--- src/cqu_pkg.sv ---
// shared types and constants for the circular queue with unique enqueue
// no dependencies; compile first
package cqu_pkg;

   // field widths fixed by the item format
   localparam int ACTION_W = 2;
   localparam int VALUE_W  = 8;
   localparam int LEVEL_W  = 4;

   // default queue depth
   localparam int DEPTH_DEFAULT = 8;

   // marker bytes for empty peeks and empty dequeues
   localparam logic [VALUE_W-1:0] EMPTY_MARK = 8'd35;
   localparam logic [VALUE_W-1:0] EMPTY_DEQ  = 8'd32;

   // request actions
   typedef enum logic [ACTION_W-1:0] {
      ACT_ENQ        = 2'd0,
      ACT_ENQ_UNIQUE = 2'd1,
      ACT_DEQ        = 2'd2,
      ACT_COUNT      = 2'd3
   } action_type;

   // sequencer states
   typedef enum logic [4:0] {
      S_IDLE   = 5'b00001,
      S_SCAN   = 5'b00010,
      S_UPDATE = 5'b00100,
      S_FETCH  = 5'b01000,
      S_DONE   = 5'b10000
   } state_type;

endpackage

--- src/cqu_channels.sv ---
// valid/ready channel interfaces for request and response items
// depends on cqu_pkg for field widths
interface cqu_req_if;
   logic                         valid;
   logic                         ready;
   logic [cqu_pkg::ACTION_W-1:0] action;
   logic [cqu_pkg::VALUE_W-1:0]  value;

   modport source (output valid, action, value, input ready);
   modport sink   (input valid, action, value, output ready);
endinterface

interface cqu_rsp_if;
   logic                        valid;
   logic                        ready;
   logic [cqu_pkg::VALUE_W-1:0] out_value;
   logic                        accepted;
   logic [cqu_pkg::LEVEL_W-1:0] match_count;
   logic [cqu_pkg::LEVEL_W-1:0] fill_level;
   logic                        is_empty;
   logic                        is_full;
   logic [cqu_pkg::VALUE_W-1:0] front_value;
   logic [cqu_pkg::VALUE_W-1:0] back_value;

   modport source (output valid, out_value, accepted, match_count, fill_level, is_empty,
                   is_full, front_value, back_value, input ready);
   modport sink   (input valid, out_value, accepted, match_count, fill_level, is_empty,
                   is_full, front_value, back_value, output ready);
endinterface

--- src/cqu_slot_ram.sv ---
// slot store: one write port, one read port with registered read data
// depends on cqu_pkg for the element width
module cqu_slot_ram #(
   parameter int DEPTH = cqu_pkg::DEPTH_DEFAULT
) (
   input  logic                        clock,
   input  logic                        wr_en,
   input  logic [$clog2(DEPTH)-1:0]    wr_addr,
   input  logic [cqu_pkg::VALUE_W-1:0] wr_data,
   input  logic [$clog2(DEPTH)-1:0]    rd_addr,
   output logic [cqu_pkg::VALUE_W-1:0] rd_data
);

   logic [cqu_pkg::VALUE_W-1:0] mem [DEPTH];

   // write port
   always_ff @(posedge clock) begin
      if (wr_en) begin
         mem[wr_addr] <= wr_data;
      end
   end

   // registered read port
   always_ff @(posedge clock) begin
      rd_data <= mem[rd_addr];
   end

endmodule

--- src/circular_queue_unique_enqueue.sv ---
// circular byte queue with plain and unique enqueue, dequeue and match count
// depends on cqu_pkg, cqu_channels (interfaces) and cqu_slot_ram
//
//   channel    direction  handshake     contents
//   req_chan   in         valid/ready   action, value
//   rsp_chan   out        valid/ready   out_value, accepted, match_count, fill_level,
//                                       is_empty, is_full, front_value, back_value
//
// the match count reads the held slots one per cycle through the single read port of the
// slot store; a dequeue that leaves entries behind adds a fetch of the new head element.
// reset is synchronous and empties the queue; slot contents are not cleared.
// a finished response waits in the output register while the next request is taken;
// only the final step of that request waits for the response to be taken.
module circular_queue_unique_enqueue #(
   parameter int DEPTH = cqu_pkg::DEPTH_DEFAULT
) (
   input  logic      clock,
   input  logic      reset,
   cqu_req_if.sink   req_chan,
   cqu_rsp_if.source rsp_chan
);

   localparam int IDX_W = $clog2(DEPTH);
   localparam int CNT_W = $clog2(DEPTH + 1);

   // wrapping increment of a slot index
   function automatic logic [IDX_W-1:0] wrap_inc(input logic [IDX_W-1:0] a);
      logic [IDX_W-1:0] r;
      if (a == IDX_W'(DEPTH - 1)) begin
         r = '0;
      end else begin
         r = a + 1'b1;
      end
      return r;
   endfunction

   // control state
   cqu_pkg::state_type state_ff, state_in;
   logic [IDX_W-1:0]   front_ff, front_in;
   logic [IDX_W-1:0]   tail_ff, tail_in;
   logic [CNT_W-1:0]   count_ff, count_in;
   logic               rsp_valid_ff, rsp_valid_in;

   // per-request working registers
   cqu_pkg::action_type         action_ff, action_in;
   logic [cqu_pkg::VALUE_W-1:0] value_ff, value_in;
   logic [CNT_W-1:0]            match_ff, match_in;
   logic [CNT_W-1:0]            scan_idx_ff, scan_idx_in;
   logic [IDX_W-1:0]            scan_addr_ff, scan_addr_in;
   logic [cqu_pkg::VALUE_W-1:0] out_val_ff, out_val_in;
   logic                        acc_ff, acc_in;

   // cached head and tail elements
   logic [cqu_pkg::VALUE_W-1:0] front_val_ff, front_val_in;
   logic [cqu_pkg::VALUE_W-1:0] back_val_ff, back_val_in;

   // response register
   logic [cqu_pkg::VALUE_W-1:0] rsp_out_value_ff;
   logic                        rsp_accepted_ff;
   logic [cqu_pkg::LEVEL_W-1:0] rsp_match_count_ff;
   logic [cqu_pkg::LEVEL_W-1:0] rsp_fill_level_ff;
   logic                        rsp_is_empty_ff;
   logic                        rsp_is_full_ff;
   logic [cqu_pkg::VALUE_W-1:0] rsp_front_value_ff;
   logic [cqu_pkg::VALUE_W-1:0] rsp_back_value_ff;
   logic                        rsp_load;

   // slot store ports
   logic                        ram_we;
   logic [IDX_W-1:0]            ram_waddr;
   logic [cqu_pkg::VALUE_W-1:0] ram_wdata;
   logic [IDX_W-1:0]            ram_raddr;
   logic [cqu_pkg::VALUE_W-1:0] ram_rdata;

   logic                        req_fire;
   logic                        is_full_now;
   logic                        do_push;
   logic [CNT_W-1:0]            scan_next;

   cqu_slot_ram #(.DEPTH(DEPTH)) u_slot_ram (
      .clock   (clock),
      .wr_en   (ram_we),
      .wr_addr (ram_waddr),
      .wr_data (ram_wdata),
      .rd_addr (ram_raddr),
      .rd_data (ram_rdata)
   );

   assign req_chan.ready = (state_ff == cqu_pkg::S_IDLE);
   assign req_fire       = req_chan.valid && req_chan.ready;
   assign is_full_now    = (count_ff == CNT_W'(DEPTH));
   assign scan_next      = scan_idx_ff + 1'b1;

   // sequencer
   always_comb begin
      state_in     = state_ff;
      front_in     = front_ff;
      tail_in      = tail_ff;
      count_in     = count_ff;
      action_in    = action_ff;
      value_in     = value_ff;
      match_in     = match_ff;
      scan_idx_in  = scan_idx_ff;
      scan_addr_in = scan_addr_ff;
      out_val_in   = out_val_ff;
      acc_in       = acc_ff;
      front_val_in = front_val_ff;
      back_val_in  = back_val_ff;
      rsp_valid_in = rsp_valid_ff && !rsp_chan.ready;
      rsp_load     = 1'b0;
      ram_we       = 1'b0;
      ram_waddr    = tail_ff;
      ram_wdata    = value_ff;
      ram_raddr    = front_ff;
      do_push      = 1'b0;

      case (state_ff)
         cqu_pkg::S_IDLE: begin
            // take a request and start reading from the head slot
            if (req_fire) begin
               action_in    = cqu_pkg::action_type'(req_chan.action);
               value_in     = req_chan.value;
               match_in     = '0;
               scan_idx_in  = '0;
               scan_addr_in = wrap_inc(front_ff);
               if (count_ff == '0) begin
                  state_in = cqu_pkg::S_UPDATE;
               end else begin
                  state_in = cqu_pkg::S_SCAN;
               end
            end
         end

         cqu_pkg::S_SCAN: begin
            // compare one held slot per cycle, read the next one
            match_in = match_ff + CNT_W'(ram_rdata == value_ff);
            if (scan_next < count_ff) begin
               ram_raddr    = scan_addr_ff;
               scan_addr_in = wrap_inc(scan_addr_ff);
               scan_idx_in  = scan_next;
            end else begin
               state_in = cqu_pkg::S_UPDATE;
            end
         end

         cqu_pkg::S_UPDATE: begin
            out_val_in = '0;
            acc_in     = 1'b0;
            state_in   = cqu_pkg::S_DONE;
            case (action_ff)
               cqu_pkg::ACT_ENQ: begin
                  do_push = !is_full_now;
               end
               cqu_pkg::ACT_ENQ_UNIQUE: begin
                  do_push = !is_full_now && (match_ff == '0);
               end
               cqu_pkg::ACT_DEQ: begin
                  if (count_ff != '0) begin
                     out_val_in = front_val_ff;
                     acc_in     = 1'b1;
                     count_in   = count_ff - 1'b1;
                     if (count_ff == CNT_W'(1)) begin
                        front_in = '0;
                        tail_in  = '0;
                     end else begin
                        // fetch the new head element
                        front_in  = wrap_inc(front_ff);
                        ram_raddr = wrap_inc(front_ff);
                        state_in  = cqu_pkg::S_FETCH;
                     end
                  end else begin
                     out_val_in = cqu_pkg::EMPTY_DEQ;
                  end
               end
               default: begin
               end
            endcase
            // write at the tail slot
            if (do_push) begin
               ram_we      = 1'b1;
               tail_in     = wrap_inc(tail_ff);
               count_in    = count_ff + 1'b1;
               back_val_in = value_ff;
               acc_in      = 1'b1;
               if (count_ff == '0) begin
                  front_val_in = value_ff;
               end
            end
         end

         cqu_pkg::S_FETCH: begin
            front_val_in = ram_rdata;
            state_in     = cqu_pkg::S_DONE;
         end

         cqu_pkg::S_DONE: begin
            // hand over once the response register is free
            if (!rsp_valid_ff || rsp_chan.ready) begin
               rsp_load     = 1'b1;
               rsp_valid_in = 1'b1;
               state_in     = cqu_pkg::S_IDLE;
            end
         end

         default: begin
            state_in = cqu_pkg::S_IDLE;
         end
      endcase
   end

   // control registers
   always_ff @(posedge clock) begin
      if (reset) begin
         state_ff     <= cqu_pkg::S_IDLE;
         front_ff     <= '0;
         tail_ff      <= '0;
         count_ff     <= '0;
         rsp_valid_ff <= 1'b0;
      end else begin
         state_ff     <= state_in;
         front_ff     <= front_in;
         tail_ff      <= tail_in;
         count_ff     <= count_in;
         rsp_valid_ff <= rsp_valid_in;
      end
   end

   // working and payload registers
   always_ff @(posedge clock) begin
      action_ff    <= action_in;
      value_ff     <= value_in;
      match_ff     <= match_in;
      scan_idx_ff  <= scan_idx_in;
      scan_addr_ff <= scan_addr_in;
      out_val_ff   <= out_val_in;
      acc_ff       <= acc_in;
      front_val_ff <= front_val_in;
      back_val_ff  <= back_val_in;
      if (rsp_load) begin
         rsp_out_value_ff   <= out_val_ff;
         rsp_accepted_ff    <= acc_ff;
         rsp_match_count_ff <= cqu_pkg::LEVEL_W'(match_ff);
         rsp_fill_level_ff  <= cqu_pkg::LEVEL_W'(count_ff);
         rsp_is_empty_ff    <= (count_ff == '0);
         rsp_is_full_ff     <= is_full_now;
         rsp_front_value_ff <= (count_ff == '0) ? cqu_pkg::EMPTY_MARK : front_val_ff;
         rsp_back_value_ff  <= (count_ff == '0) ? cqu_pkg::EMPTY_MARK : back_val_ff;
      end
   end

   // response outputs
   assign rsp_chan.valid       = rsp_valid_ff;
   assign rsp_chan.out_value   = rsp_out_value_ff;
   assign rsp_chan.accepted    = rsp_accepted_ff;
   assign rsp_chan.match_count = rsp_match_count_ff;
   assign rsp_chan.fill_level  = rsp_fill_level_ff;
   assign rsp_chan.is_empty    = rsp_is_empty_ff;
   assign rsp_chan.is_full     = rsp_is_full_ff;
   assign rsp_chan.front_value = rsp_front_value_ff;
   assign rsp_chan.back_value  = rsp_back_value_ff;

`ifndef SYNTH
   // fill level never passes the depth
   a_count_bound: assert property (@(posedge clock) disable iff (reset)
      count_ff <= CNT_W'(DEPTH))
      else $error("fill level above depth");

   // an empty queue has both pointers back at slot zero
   a_empty_ptrs: assert property (@(posedge clock) disable iff (reset)
      (count_ff == '0) |-> (front_ff == '0) && (tail_ff == '0))
      else $error("pointers not rewound on empty queue");

   // a taken request goes straight to scanning or updating
   a_start: assert property (@(posedge clock) disable iff (reset)
      req_fire |=> (state_ff == cqu_pkg::S_SCAN) || (state_ff == cqu_pkg::S_UPDATE))
      else $error("request not started");

   // matches never outnumber the slots compared so far
   a_match_bound: assert property (@(posedge clock) disable iff (reset)
      (state_ff == cqu_pkg::S_SCAN) |-> (match_ff <= scan_idx_ff))
      else $error("match count ahead of scan");

   // an empty response shows the empty markers
   a_empty_marks: assert property (@(posedge clock) disable iff (reset)
      (rsp_valid_ff && rsp_is_empty_ff) |->
         (rsp_front_value_ff == cqu_pkg::EMPTY_MARK) &&
         (rsp_back_value_ff == cqu_pkg::EMPTY_MARK) && (rsp_fill_level_ff == '0))
      else $error("empty response without markers");
`endif

endmodule

--- src/flat_wrapper.sv ---
// flat-port wrapper written by rule: the top's interface ports become plain ports
module circular_queue_unique_enqueue_flat 
#(
   parameter int DEPTH = cqu_pkg::DEPTH_DEFAULT
)
  (clock, reset, req_chan_valid, req_chan_action, req_chan_value, req_chan_ready, rsp_chan_valid, rsp_chan_out_value, rsp_chan_accepted, rsp_chan_match_count, rsp_chan_fill_level, rsp_chan_is_empty, rsp_chan_is_full, rsp_chan_front_value, rsp_chan_back_value, rsp_chan_ready);
  cqu_req_if req_chan_i ();
  cqu_rsp_if rsp_chan_i ();
  input  logic clock;
  input  logic reset;
  input wire logic [$bits(req_chan_i.valid)-1:0] req_chan_valid;
  input wire logic [$bits(req_chan_i.action)-1:0] req_chan_action;
  input wire logic [$bits(req_chan_i.value)-1:0] req_chan_value;
  output wire logic [$bits(req_chan_i.ready)-1:0] req_chan_ready;
  output wire logic [$bits(rsp_chan_i.valid)-1:0] rsp_chan_valid;
  output wire logic [$bits(rsp_chan_i.out_value)-1:0] rsp_chan_out_value;
  output wire logic [$bits(rsp_chan_i.accepted)-1:0] rsp_chan_accepted;
  output wire logic [$bits(rsp_chan_i.match_count)-1:0] rsp_chan_match_count;
  output wire logic [$bits(rsp_chan_i.fill_level)-1:0] rsp_chan_fill_level;
  output wire logic [$bits(rsp_chan_i.is_empty)-1:0] rsp_chan_is_empty;
  output wire logic [$bits(rsp_chan_i.is_full)-1:0] rsp_chan_is_full;
  output wire logic [$bits(rsp_chan_i.front_value)-1:0] rsp_chan_front_value;
  output wire logic [$bits(rsp_chan_i.back_value)-1:0] rsp_chan_back_value;
  input wire logic [$bits(rsp_chan_i.ready)-1:0] rsp_chan_ready;
  assign req_chan_i.valid = req_chan_valid;
  assign req_chan_i.action = req_chan_action;
  assign req_chan_i.value = req_chan_value;
  assign req_chan_ready = req_chan_i.ready;
  assign rsp_chan_valid = rsp_chan_i.valid;
  assign rsp_chan_out_value = rsp_chan_i.out_value;
  assign rsp_chan_accepted = rsp_chan_i.accepted;
  assign rsp_chan_match_count = rsp_chan_i.match_count;
  assign rsp_chan_fill_level = rsp_chan_i.fill_level;
  assign rsp_chan_is_empty = rsp_chan_i.is_empty;
  assign rsp_chan_is_full = rsp_chan_i.is_full;
  assign rsp_chan_front_value = rsp_chan_i.front_value;
  assign rsp_chan_back_value = rsp_chan_i.back_value;
  assign rsp_chan_i.ready = rsp_chan_ready;
  circular_queue_unique_enqueue #(.DEPTH(DEPTH)) u_core (.clock(clock), .reset(reset), .req_chan(req_chan_i), .rsp_chan(rsp_chan_i));
endmodule
--- config.mk ---
export PLATFORM = sky130hd
export DESIGN_NAME = circular_queue_unique_enqueue_flat
export DESIGN_NICKNAME = d
export VERILOG_FILES = /design/src/cqu_pkg.sv /design/src/cqu_channels.sv /design/src/cqu_slot_ram.sv /design/src/circular_queue_unique_enqueue.sv /design/src/flat_wrapper.sv
export SDC_FILE = /design/constraint.sdc
export NUM_CORES = 1
export LEC_CHECK = 0
export BUFFER_PORTS_ARGS = -buffer_cell sky130_fd_sc_hd__buf_2
export CAP_MARGIN = 10
export CORE_UTILIZATION = 62
export CTS_BUF_LIST = sky130_fd_sc_hd__clkbuf_8
export CTS_CLUSTER_DIAMETER = 30
export DETAILED_ROUTE_END_ITERATION = 8
export PLACE_DENSITY = 0.82
export SYNTH_ARGS = -nofsm -noshare
export SYNTH_HDL_FRONTEND = slang
export SYNTH_SLANG_ARGS = --single-unit
--- constraint.sdc ---
create_clock -name clock -period 3.2 [get_ports clock]
set_clock_uncertainty 0.05 [all_clocks]
set_input_delay 0.32 -clock clock [delete_from_list [all_inputs] [get_ports clock]]
set_output_delay 0.32 -clock clock [all_outputs]
set_load 0.1 [all_outputs]
==> flow_results.org <==
** Detailed routing
- The final layout contains routed wiring with a total length of approximately 13 mm.
- Avg Vias per Cell :: a little under 6
- The detailed router finished its first iteration with ~420 violations.
- DRC violation count after routing :: 0
- After detailed routing, the average wire length per cell comes to 19.1 um.
- Number of detailed-routing iterations run before antenna repair :: 5
- The detailed router placed 3949 vias in this run.
- Once detail routing completed, the nets flagged for antenna violations numbered 0.

** Clock network
- TritonCTS built the clock tree.
- Clock tree root driver cell :: clkbuf_8
- Inserted Clock Buffers :: 17
- The H-tree was split into 4 levels.
- Clock-pin slew was measured on the worst setup and hold paths at 0.08 ns.
- Number of clock sinks :: approximately 170
- Worst-case clock buffer depth :: 2
- The later pin in the worst-skew pair is clocked with a latency of ~0.45 ns.

** Critical path
- The largest single stage delay on the critical path is just over 0.4 ns.
- For the worst setup path, the data arrival time is ~3.4 ns.
- Launching element type of the critical path :: flop
- The worst setup path is captured at a flop.
- The worst setup path is of the reg2reg kind.
- Chain of cells forming the critical path :: ha_1 -> xor2_1 -> ha_1 -> o21ai_1 -> a21oi_2 -> or3_4 -> a211oi_4 -> buf_12 -> clkbuf_16 -> mux2i_1 -> mux2i_1 -> mux2_2
- For the worst setup path, the data required time is 3.49 ns.
- Cell with the largest stage delay on the worst path :: edfxtp_1
- In this run the worst path has a maximum fanout of 16.

** GRT
- Via count of the first global-routing pass :: roughly 3900
- The first global-routing pass estimated 19.7 mm of wire.
- Remaining Overflow, GRT :: 0
- Initial antenna violation count :: 0
- For this run, the total global-route usage over all layers was measured as 24.0%.
- Largest net degree at the start of global routing :: 36

** Yosys
- In this run, synthesis produced a sequential element count of around 170.
- Syn Std Cell Area :: 6840 um^2
- Library cells used by synthesis :: 47
- The Yosys step of the flow raised 0 warnings.
- edfxtp_1 is the most common cell in the netlist.
- A synthesized cell averages ~16 um^2.
- Total nets after synthesis :: between 400 and 500
- Of all cell types, the one taking the most synthesized area is edfxtp_1.
- By area the synthesized netlist is led by edfxtp_1 64%, dfxtp_1 7.0%, mux2i_1 7.0%.
- Synthesized netlist cell count :: roughly 440
- Synth Flop Type :: edfxtp_1
- Of the post-synthesis cell area, the dominant cell type holds 63.6%.
- Counting flops with a built-in enable in the synthesized netlist gives roughly 150.
- Of the synthesized area, sequential elements account for around 70%.
- Of all flip-flops after synthesis, the portion carrying an async set or reset was 0%.
- By count the netlist is led by 145 x edfxtp_1, 48 x mux2i_1, 30 x nor2_1, 24 x dfxtp_1, 18 x mux2_2.

** Placement
- Routability-driven placement finished with a final weighted congestion of between 0.8 and 0.9.
- HPWL after DPL :: around 8.5 mm
- In this run the tool buffered the top-level ports with 50 buffer cells.

** Finish
- The post-route netlist has approximately 26% of its cells at a drive strength greater than 1.
- Area used by multi-input combinational logic :: 1910 um^2
- N_diodes :: 0
- Number of fill cells in the layout :: around 600
- FF+latch area :: between 4000 and 5000 um^2
- Compared with the post-synthesis result, the final layout area differs by 16.8%.
- Count of nets after finishing :: approximately 560
- Largest reg by FF count :: u_core.u_slot_ram.mem
- Fraction of the core area covered by cells at the end of the flow :: between 70% and 80%
- The register with the most flip-flops in the layout has 64 of them.

** Floorplanning
- Effective utilization at floorplan :: between 60% and 70%
- Die Outline Area :: approximately 11000 um^2
- Number of rows created at floorplan :: 37
- From bottom edge to top edge, the die measures approximately 110 um.
- Die span in x :: between 100 and 150 um
- CORE AREA :: between 10000 and 15000 um^2
- a little over 50 I/O pins were placed.

** Run status
- Status :: completed

** Power and ir drop
- Static power due to leakage :: between 3 and 4 nW
- Pwr per Cell Area :: 568 nW/um^2
- Maximum VDD drop :: between 300 and 400 uV

** STA
- Adding up every negative setup slack in the final design gives 0 ns.
- Hold timing on the final database bottoms out at a slack of between 0.15 and 0.2 ns.
- Final Hold Fails :: 0
- Unrepaired setup endpoints after global routing :: false
- At the pin with the least slew margin, the transition time is ~0.48 ns.
- Setup violations remaining at the end of the flow were counted as 0.
- Number of slew-limit violations in the final report :: 0
- The routed design could run at a clock period as short as 3.12 ns.
- Upper clock frequency limit :: 320 MHz
- The worst path uses a little over nine tenths of the clock period.
- Worst relative slew slack :: about two thirds

** Worst hold path
- The path class of the tightest hold or removal check is in2reg.

** Flow run
- The tool flagged a number of max-cap violations equal to 0.
worst paths after layout:
check / startpoint / to / slack [ns] / cells past startpoint
worst max-delay path: u_core.scan_idx_ff[0]$_SDFFCE_PN0P_ / u_core.u_slot_ram.rd_data[3]$_DFF_P_ / 0.08 / 12
worst min-delay path: rsp_chan_ready / u_core.rsp_chan.valid$_SDFF_PP0_ / 0.17 / 3
worst max register to register: u_core.scan_idx_ff[0]$_SDFFCE_PN0P_ / u_core.u_slot_ram.rd_data[3]$_DFF_P_ / 0.08 / 12
worst min register to register: u_core.out_val_ff[2]$_SDFFCE_PN0P_ / u_core.rsp_chan.out_value[2]$_DFFE_PP_ / 0.38 / 0
layer usage:
| layer | up-vias | wire [um] | track usage [%] |
|---|---|---|---|
| met5 | - | 0 | 0 |
| met4 | 0 | 376 | 9.00 |
| met3 | 37 | 832 | 6.44 |
| met2 | 163 | 6340 | 40.2 |
| met1 | 1915 | 5510 | 30.1 |
| li1 | 1834 | - | - |
cells in the final DEF, fill, tap and decap left out, drive strengths merged, types with 3 or more instances in the layout:
master         n
nand4          3
and2          13
o21ai          7
mux2i         48
nor3           6
edfxtp       145
dlygate4sd3   10
nand2b        14
a22oi          3
or3            3
nand2         17
mux2          18
clkinv         8
nor2b         10
a21oi         12
nor4b          3
inv           17
ha            15
xnor2         12
dfxtp         24
or2            3
buf           77
nor2          30
clkbuf        19
stage by stage:
stage                     instance area (um^2)  cells  power [mW]  setup WS, ns
after CTS                                 7890    679        4.53        0.0488
after global routing                      7990    684        4.68        0.0169
final                                     7990    684        4.54        0.0754
after global placement                    7410    637        3.07         0.175
after floorplan                           6860    437        2.95         0.185
after detailed placement                  7410    637        3.10        0.0666
worst max-delay path, delay by kind of cell, from the launching register on:
kind	cells	cell delay (ns)
AOI/OAI and AO/OA	3	0.52
DFF	1	0.41
xor gates and xnor gates	1	0.18
adders and majority gates	2	0.50
and+or+nand+nor	1	0.36
muxes	3	0.62
buffers and inverters	2	0.36
cell type report:
cell class | instances | area share (%)
Sequential cell | 169 | 60.5
Multi-Input combinational cell | 244 | 23.9
Timing Repair Buffer | 89 | 8.02
Clock buffer | 17 | 2.93
Tap cell | 136 | 2.13
Clock inverter | 15 | 1.86
Inverter | 14 | 0.658
power breakdown:
part	internal [mW]	switching (mW)	leakage, nW
clock	0.692	0.760	0.189
combinational	0.173	0.307	1.48
sequential	2.52	0.0813	1.52
total	3.39	1.15	3.19
cell families after synthesis:
| group | synth area share, % |
|---|---|
| flops | 70.7 |
| simple gates | 8.67 |
| mux | 9.98 |
| compound gates | 4.30 |
| buf+inv | 1.87 |
| fa+ha+maj | 2.74 |
| xor+xnor | 1.79 |
timing repair:
item | in CTS | in global routing
hold buffers | 10 | 0
setup buffers | 0 | 3
resized for setup | 0 | 4
endpoints found under the hold margin | 10 | 0
endpoints found under the setup margin | 0 | 6
Power figures use the tool's default switching activity.
